`src/rtl/string_bucket_hash_macros.svh`:
```
// assertion macros for the bucket hash rtl
`ifndef STRING_BUCKET_HASH_MACROS_SVH
`define STRING_BUCKET_HASH_MACROS_SVH

// same-cycle implication, off during reset
`define SBH_ASSERT_NOW(label, clk, rst, ante, cons, msg) \
  label: assert property (@(posedge clk) disable iff (rst) (ante) |-> (cons)) \
    else $error(msg);

// next-cycle implication, off during reset
`define SBH_ASSERT_NEXT(label, clk, rst, ante, cons, msg) \
  label: assert property (@(posedge clk) disable iff (rst) (ante) |=> (cons)) \
    else $error(msg);

`endif

```
`src/rtl/sbh_pkg.sv`:
```
// types and constants for the string bucket hash
package sbh_pkg;

  localparam int unsigned BYTE_W    = 8;
  localparam int unsigned LEN_W     = 16;
  localparam int unsigned ACC_W     = 32;
  localparam int unsigned MASK_W    = 30;
  localparam int unsigned BUCKET_W  = 20;
  localparam int unsigned APB_AW    = 3;
  localparam int unsigned APB_DW    = 32;
  localparam int unsigned CNT_W     = $clog2(MASK_W);

  localparam logic [ACC_W-1:0]    HASH_MULT       = ACC_W'(613);
  localparam logic [BUCKET_W-1:0] MAX_NAME_LENGTH = BUCKET_W'(65535);
  localparam logic [BUCKET_W-1:0] BUCKET_RESET    = BUCKET_W'(1024);
  localparam logic [CNT_W-1:0]    DIV_LAST_STEP   = CNT_W'(MASK_W - 1);

  // register index as decoded from paddr bit 2
  localparam logic REG_BUCKET_COUNT = 1'b0;

  typedef enum logic [1:0] {
    ST_IDLE,
    ST_DIV,
    ST_OUT
  } sbh_state_t;

endpackage

```
`src/rtl/sbh_in_if.sv`:
```
// request channel carrying one name character
interface sbh_in_if import sbh_pkg::*; ();
  logic              valid;
  logic              ready;
  logic [BYTE_W-1:0] name_byte;
  logic [LEN_W-1:0]  name_length;
  logic              first_of_name;
  logic              last_of_name;
  logic              empty_name;

  modport source (
    output valid, name_byte, name_length, first_of_name, last_of_name, empty_name,
    input  ready
  );
  modport sink (
    input  valid, name_byte, name_length, first_of_name, last_of_name, empty_name,
    output ready
  );
endinterface

```
`src/rtl/sbh_out_if.sv`:
```
// result channel carrying one bucket index
interface sbh_out_if import sbh_pkg::*; ();
  logic                valid;
  logic                ready;
  logic [BUCKET_W-1:0] bucket_index;

  modport source (output valid, bucket_index, input ready);
  modport sink   (input valid, bucket_index, output ready);
endinterface

```
`src/rtl/string_bucket_hash.sv`:
```
// polynomial name hash with iterative modulo into a bucket index
// a character without the last mark is taken while idle and folded into the accumulator
// a last character is hashed as it is taken, then runs through the restoring
// modulo unit (one remainder bit per cycle), then the result is held until taken
// empty name or zero bucket count: result shows the cycle after the request
// synchronous reset clears the accumulator, sets bucket_count to 1024, goes idle
`include "string_bucket_hash_macros.svh"

module string_bucket_hash import sbh_pkg::*; (
  input  logic              clk,
  input  logic              rst,
  sbh_in_if.sink            name_chan,
  sbh_out_if.source         bucket_chan,
  input  logic              psel,
  input  logic              penable,
  input  logic              pwrite,
  input  logic [APB_AW-1:0] paddr,
  input  logic [APB_DW-1:0] pwdata,
  output logic [APB_DW-1:0] prdata,
  output logic              pready
);

  sbh_state_t          state, state_next;
  logic [ACC_W-1:0]    acc;
  logic [BUCKET_W-1:0] bucket_count;
  logic [BUCKET_W-1:0] dvsr;
  logic [BUCKET_W-1:0] rem;
  logic [MASK_W-1:0]   quo;
  logic [CNT_W-1:0]    step;
  logic [BUCKET_W-1:0] out_idx;

  logic                in_acc;
  logic                cfg_wr;
  logic [BUCKET_W-1:0] len_sat;
  logic [ACC_W-1:0]    seed;
  logic [ACC_W-1:0]    prod;
  logic [ACC_W-1:0]    acc_new;
  logic [BUCKET_W:0]   cand;
  logic                fits;
  logic [BUCKET_W-1:0] rem_next;

  assign in_acc = name_chan.valid && name_chan.ready;
  assign cfg_wr = psel && penable && pwrite && pready;

  // multiply-add for one character
  always_comb begin
    len_sat = BUCKET_W'(name_chan.name_length);
    if (len_sat > MAX_NAME_LENGTH) begin
      len_sat = MAX_NAME_LENGTH;
    end
    seed    = name_chan.first_of_name ? ACC_W'(len_sat) : acc;
    prod    = seed * HASH_MULT;
    acc_new = prod + {{(ACC_W-BYTE_W){name_chan.name_byte[BYTE_W-1]}}, name_chan.name_byte};
  end

  // one restoring step of the modulo unit
  always_comb begin
    cand     = {rem, quo[MASK_W-1]};
    fits     = cand >= {1'b0, dvsr};
    rem_next = fits ? BUCKET_W'(cand - {1'b0, dvsr}) : cand[BUCKET_W-1:0];
  end

  always_comb begin
    state_next = state;
    unique case (state)
      ST_IDLE: begin
        if (in_acc && (name_chan.empty_name ||
                       (name_chan.last_of_name && bucket_count == '0))) begin
          state_next = ST_OUT;
        end else if (in_acc && name_chan.last_of_name) begin
          state_next = ST_DIV;
        end
      end
      ST_DIV: begin
        if (step == DIV_LAST_STEP) begin
          state_next = ST_OUT;
        end
      end
      ST_OUT: begin
        if (bucket_chan.ready) begin
          state_next = ST_IDLE;
        end
      end
      default: state_next = ST_IDLE;
    endcase
  end

  always_comb begin
    name_chan.ready          = (state == ST_IDLE);
    bucket_chan.valid        = (state == ST_OUT);
    bucket_chan.bucket_index = out_idx;
  end

  always_ff @(posedge clk) begin
    if (rst) begin
      state <= ST_IDLE;
    end else begin
      state <= state_next;
    end
  end

  always_ff @(posedge clk) begin
    if (rst) begin
      acc <= '0;
    end else if (in_acc) begin
      acc <= name_chan.empty_name ? '0 : acc_new;
    end
  end

  always_ff @(posedge clk) begin
    if (rst) begin
      bucket_count <= BUCKET_RESET;
    end else if (cfg_wr && paddr[2] == REG_BUCKET_COUNT) begin
      bucket_count <= pwdata[BUCKET_W-1:0];
    end
  end

  always_ff @(posedge clk) begin
    if (rst) begin
      dvsr <= BUCKET_RESET;
    end else if (state == ST_IDLE) begin
      dvsr <= bucket_count;
    end
  end

  always_ff @(posedge clk) begin
    if (state == ST_IDLE) begin
      rem     <= '0;
      quo     <= acc_new[MASK_W-1:0];
      step    <= '0;
      out_idx <= '0;
    end else if (state == ST_DIV) begin
      rem  <= rem_next;
      quo  <= {quo[MASK_W-2:0], 1'b0};
      step <= step + CNT_W'(1);
      if (step == DIV_LAST_STEP) begin
        out_idx <= rem_next;
      end
    end
  end

  assign pready = 1'b1;
  assign prdata = (paddr[2] == REG_BUCKET_COUNT) ? APB_DW'(bucket_count) : '0;

  `SBH_ASSERT_NOW(a_no_overlap, clk, rst, name_chan.ready, !bucket_chan.valid,
    "request taken while a result is pending")
  `SBH_ASSERT_NOW(a_rem_bound, clk, rst, state == ST_DIV, rem < dvsr,
    "partial remainder not below divisor")
  `SBH_ASSERT_NEXT(a_empty_zero, clk, rst, in_acc && name_chan.empty_name,
    bucket_chan.valid && bucket_chan.bucket_index == '0 && acc == '0,
    "empty name did not give bucket zero")
  `SBH_ASSERT_NEXT(a_last_starts, clk, rst,
    in_acc && !name_chan.empty_name && name_chan.last_of_name,
    state == ST_DIV || bucket_chan.valid,
    "last character did not start the reduction")

endmodule
```
`src/flat_wrapper.sv`:
```
// flat-port wrapper written by rule: the top's interface ports become plain ports
module string_bucket_hash_flat import sbh_pkg::*;
  (clk, rst, psel, penable, pwrite, paddr, pwdata, prdata, pready, name_chan_valid, name_chan_name_byte, name_chan_name_length, name_chan_first_of_name, name_chan_last_of_name, name_chan_empty_name, name_chan_ready, bucket_chan_valid, bucket_chan_bucket_index, bucket_chan_ready);
  sbh_in_if name_chan_i ();
  sbh_out_if bucket_chan_i ();
  input  logic clk;
  input  logic rst;
  input  logic psel;
  input  logic penable;
  input  logic pwrite;
  input  logic [APB_AW-1:0] paddr;
  input  logic [APB_DW-1:0] pwdata;
  output logic [APB_DW-1:0] prdata;
  output logic pready;
  input wire logic [$bits(name_chan_i.valid)-1:0] name_chan_valid;
  input wire logic [$bits(name_chan_i.name_byte)-1:0] name_chan_name_byte;
  input wire logic [$bits(name_chan_i.name_length)-1:0] name_chan_name_length;
  input wire logic [$bits(name_chan_i.first_of_name)-1:0] name_chan_first_of_name;
  input wire logic [$bits(name_chan_i.last_of_name)-1:0] name_chan_last_of_name;
  input wire logic [$bits(name_chan_i.empty_name)-1:0] name_chan_empty_name;
  output wire logic [$bits(name_chan_i.ready)-1:0] name_chan_ready;
  output wire logic [$bits(bucket_chan_i.valid)-1:0] bucket_chan_valid;
  output wire logic [$bits(bucket_chan_i.bucket_index)-1:0] bucket_chan_bucket_index;
  input wire logic [$bits(bucket_chan_i.ready)-1:0] bucket_chan_ready;
  assign name_chan_i.valid = name_chan_valid;
  assign name_chan_i.name_byte = name_chan_name_byte;
  assign name_chan_i.name_length = name_chan_name_length;
  assign name_chan_i.first_of_name = name_chan_first_of_name;
  assign name_chan_i.last_of_name = name_chan_last_of_name;
  assign name_chan_i.empty_name = name_chan_empty_name;
  assign name_chan_ready = name_chan_i.ready;
  assign bucket_chan_valid = bucket_chan_i.valid;
  assign bucket_chan_bucket_index = bucket_chan_i.bucket_index;
  assign bucket_chan_i.ready = bucket_chan_ready;
  string_bucket_hash u_core (.clk(clk), .rst(rst), .name_chan(name_chan_i), .bucket_chan(bucket_chan_i), .psel(psel), .penable(penable), .pwrite(pwrite), .paddr(paddr), .pwdata(pwdata), .prdata(prdata), .pready(pready));
endmodule
```
`config.mk`:
```
export PLATFORM = sky130hd
export DESIGN_NAME = string_bucket_hash_flat
export DESIGN_NICKNAME = d
export VERILOG_FILES = /design/src/rtl/sbh_pkg.sv /design/src/rtl/sbh_in_if.sv /design/src/rtl/sbh_out_if.sv /design/src/rtl/string_bucket_hash.sv /design/src/flat_wrapper.sv
export VERILOG_INCLUDE_DIRS = /design/src /design/src/rtl
export SDC_FILE = /design/constraint.sdc
export NUM_CORES = 1
export LEC_CHECK = 0
export BUFFER_PORTS_ARGS = -buffer_cell sky130_fd_sc_hd__buf_4
export CAP_MARGIN = 20
export CORE_ASPECT_RATIO = 0.75
export CORE_UTILIZATION = 55
export CTS_CLUSTER_DIAMETER = 60
export CTS_CLUSTER_SIZE = 8
export DETAILED_ROUTE_END_ITERATION = 8
export GPL_TIMING_DRIVEN = 0
export PLACE_DENSITY_LB_ADDON = 0.12
export SYNTH_ARGS = -nofsm -noshare
export SYNTH_HDL_FRONTEND = slang
export SYNTH_SLANG_ARGS = --single-unit
```
`constraint.sdc`:
```
create_clock -name clk -period 6.7 [get_ports clk]
set_input_delay 1.005 -clock clk [delete_from_list [all_inputs] [get_ports clk]]
set_output_delay 1.005 -clock clk [all_outputs]
set_load 0.1 [all_outputs]
```
==> results by group <==
Status
  • Status: finished, final reports clean

Placed design
  • Input/output buffers: 96
  • Placed Cells: 1,783
  • Routability cong.: 0.895
  • Post-placement cell area: 0.0134 mm2
  • Post-DP HPWL: 24.8 mm

STA
  • Final worst path period need: 6410 ps
  • Max Slew Vio Count: 0
  • Worst hold slack: 458 ps
  • Final Hold Vio Count: 0
  • FMAX: 0.156 GHz
  • Setup TNS: 0 ps
  • RSZ-0062 raised after global routing: false
  • Period utilization: 95.6%
  • Clock Skew: 14.0 ps
  • Slew HR: 36.5%
  • Final setup viols: 0
  • Slew @ Worst Pin: 951 ps

Global routing
  • First-pass GRT wire length: 49.3 mm
  • Number of global-route vias before repair: 9,258
  • Total GRT Usage: 28.0%
  • Congestion Overflow GR: 0
  • Initial antenna violation count: 0
  • Largest net degree at the start of global routing: 22

Synth
  • Mapped Cells: 1,387
  • Seq/Total Area, Yosys: 26.6%
  • Most frequent cell after synthesis: inv_1
  • Ys async rst share: 0%
  • Synthesized area: 0.0122 mm2
  • Unique masters post-synth: 77
  • Leading area contributor after synthesis: dfxtp_1
  • EDFF count, synth: 30
  • Avg Inst Size Synth: 8.80 um2
  • Number of synthesized register bits: 147
  • Synth area leaders: dfxtp_1 19%, fa_1 15%, ha_1 14%
  • Area share of the leading cell type in the synthesized netlist: 19.2%
  • Yosys Warn Count: 0
  • Synth top cells by count: 207 x inv_1, 179 x nand2_1, 133 x ha_1, 117 x dfxtp_1, 98 x a21oi_1
  • Top FF cell, synth: dfxtp_1

Cells and area
  • Layout Area Growth over Synthesis: 14.6%
  • Finished layout cell area: 0.0140 mm2
  • Nets@finish: 1,808
  • Final non-filler cell total: 1,816
  • Fillers: 1,787
  • ANT cells: 0
  • Layout cells sized above 1: 12.1%

Setup path
  • R2r startpoint: u_core.acc[11]
  • Critical path endpoint category: flip-flop
  • CP peak stage delay: 570 ps
  • Worst setup path start: name_chan_first_of_name
  • Kind of critical path: primary input to flip-flop
  • Critical Path AT: 6620 ps
  • Critical path fanouts, max: 10
  • Slowest CP cell: fa_1
  • Setup crit start kind: primary input
  • Critical path cell sequence: buf_4 > clkbuf_2 > mux2_2 > ha_1 > ha_1 > fa_1 > fa_1 > inv_1 > fa_1 > inv_1 > ha_1 > a21o_1 > a21o_1 > a211oi_1 > nand4_1 > a311oi_2 > o21ai_1 > xor2_1 > o21ai_0
  • Req. time, crit path: 6920 ps

Power and ir drop
  • Power, Total: 7.32 mW
  • Net switching power: 3.60 mW
  • Maximum vdd ir drop: 358 uV
  • Sw Share: 49.2%
  • Pwr Density: 524 mW/mm2
  • Clock share of power: 13.2%
  • Comb power frac: 69.4%
  • Sequential share of power: 17.5%
  • Int Pwr: 3.72 mW
  • Leakage: 6.47 nW

Route
  • DRT Wirelength: 30.8 mm
  • Remaining antenna violation count after routing: 0
  • Avg Vias per Cell: 5.45
  • Residual DRC count: 0
  • Initial DRC Count: 779
  • Via count: 9,900
  • TritonRoute pass-1 iters: 5
  • Wire per inst: 16.9 um

CTS
  • CTS root buffer: clkbuf_16
  • CTS Buffer Depth: 2
  • Clk slew on worst S/H paths: 70 ps
  • CTS tree: built
  • H-tree Lvls: 4
  • Clock Sinks: 147
  • Clock latency on the worst-skew pair: 430 ps
  • CTS Buf Count: 17

Floorplan
  • I/O Pins: 124
  • Die X: 174 um
  • Die height: 131 um
  • DIE AREA: 0.0228 mm2
  • Standard-cell rows: 46
  • Core Box Area: 0.0215 mm2
  • Initial Util: 56.8%

Min path
  • Hold crit path type: flip-flop to flip-flop
  • Hold Startpoint: u_core.dvsr[16]

Run
  • Maxcap violations: 0
-- path summary, 6_finish.rpt --
kind	endpoint	slack, ps	cells past startpoint
worst min-delay path	u_core.dvsr[16]	460	2
worst min register to register	u_core.dvsr[16]	460	2
worst max register to register	u_core.quo[29]	1090	17
worst max-delay path	u_core.quo[29]	290	19
-- power by group through the flow --
stage / sequential [mW] / combinational, mW / clock [mW]
2_1_floorplan: 1.26 / 3.86 / 0
3_3_place_gp: 1.29 / 4.93 / 0
3_5_place_dp: 1.29 / 5.00 / 0
4_1_cts: 1.28 / 5.05 / 0.968
5_1_grt: 1.29 / 5.73 / 1.01
6_report: 1.28 / 5.08 / 0.965
-- area by class of cell --
type                       instances  area [um2]  area share (%)
tap                              288         360            2.58
timing repair buffer              98         756            5.41
clock inverter                    15         184            1.32
multi-input combinational        975        7900            56.5
sequential                       147        3240            23.2
clock buffer                      17         425            3.04
buffer                            68         334            2.39
inverter                         208         781            5.58
-- placed cells by master (no fill, tap or decap), types with 6 or more instances in the layout --
cell type,count
mux2i_1,13
inv_1,207
nor4_1,6
nor3b_1,6
a211oi_1,9
nand2b_1,17
nor2b_1,31
xnor2_1,34
nand3b_1,14
ha_1,133
o21ai_0,69
xor2_1,14
a21oi_1,98
a21o_1,19
buf_4,110
mux2_2,18
edfxtp_1,30
clkinv_8,6
o21a_1,7
nand3_1,15
buf_1,7
clkbuf_16,17
nor2_1,45
nand2_1,179
o31ai_1,19
nor3_1,19
a22oi_1,11
o21ai_1,8
or3_1,8
conb_1,13
dfxtp_1,117
fa_1,91
clkbuf_1,41
-- stage by stage --
step,setup WS [ps],util (%)
final,292,65.1
after detailed placement,-341,62.2
after global placement,-358,62.1
after floorplan,683,-
after global routing,64.5,65.1
after CTS,21.2,65.0
-- layer usage --
| layer | share of wire, % | wire, um | vias to the layer above | global-route usage [%] |
|---|---|---|---|---|
| met5 | 0 | 0 | - | 0 |
| met4 | 0.68 | 208 | 0 | 4.13 |
| met3 | 7.6 | 2350 | 19 | 4.20 |
| met2 | 41 | 12600 | 356 | 40.3 |
| met1 | 51 | 15600 | 4637 | 44.3 |
| li1 | - | - | 4888 | - |
-- flip-flops by register name (all words and copies together) (netlist names) --
name,count
u_core.rem,20
u_core.state,2
u_core.bucket_count,20
u_core.quo,30
u_core.acc,30
u_core.dvsr,20
u_core.bucket_chan.bucket_index,20
u_core.step,5
-- worst max-delay path: cells and delay by family --
kind	cells	cell delay, ps
adders and majority gates	6	2650
buffers and inverters	4	520
AOI/OAI and AO/OA	6	1480
muxes	1	480
and+or+nand+nor	1	290
xor gates and xnor gates	1	190
-- repair_timing --
action / 4_1_cts / 5_1_grt
gates resized for setup: 0 / 8
hold buffers: 0 / 0
endpoints found under the setup margin: 0 / 7
setup buffers: 0 / 1
-- cell families (layout without fill, tap and decap cells) --
| group | count (synthesis) | in the layout | synth area share [%] |
|---|---|---|---|
| adder cells (fa/ha/maj) | 224 | 224 | 28.6 |
| AND/OR/NAND/NOR | 374 | 374 | 14.8 |
| AO/OA/AOI/OAI | 283 | 283 | 14.6 |
| XOR/XNOR | 48 | 48 | 3.45 |
| buffers and inverters | 276 | 406 | 9.10 |
| multiplexers | 33 | 33 | 2.89 |
| flip-flops | 147 | 147 | 26.6 |
| other | 2 | 13 | 0.0615 |
(Power assumes the default switching activity.)
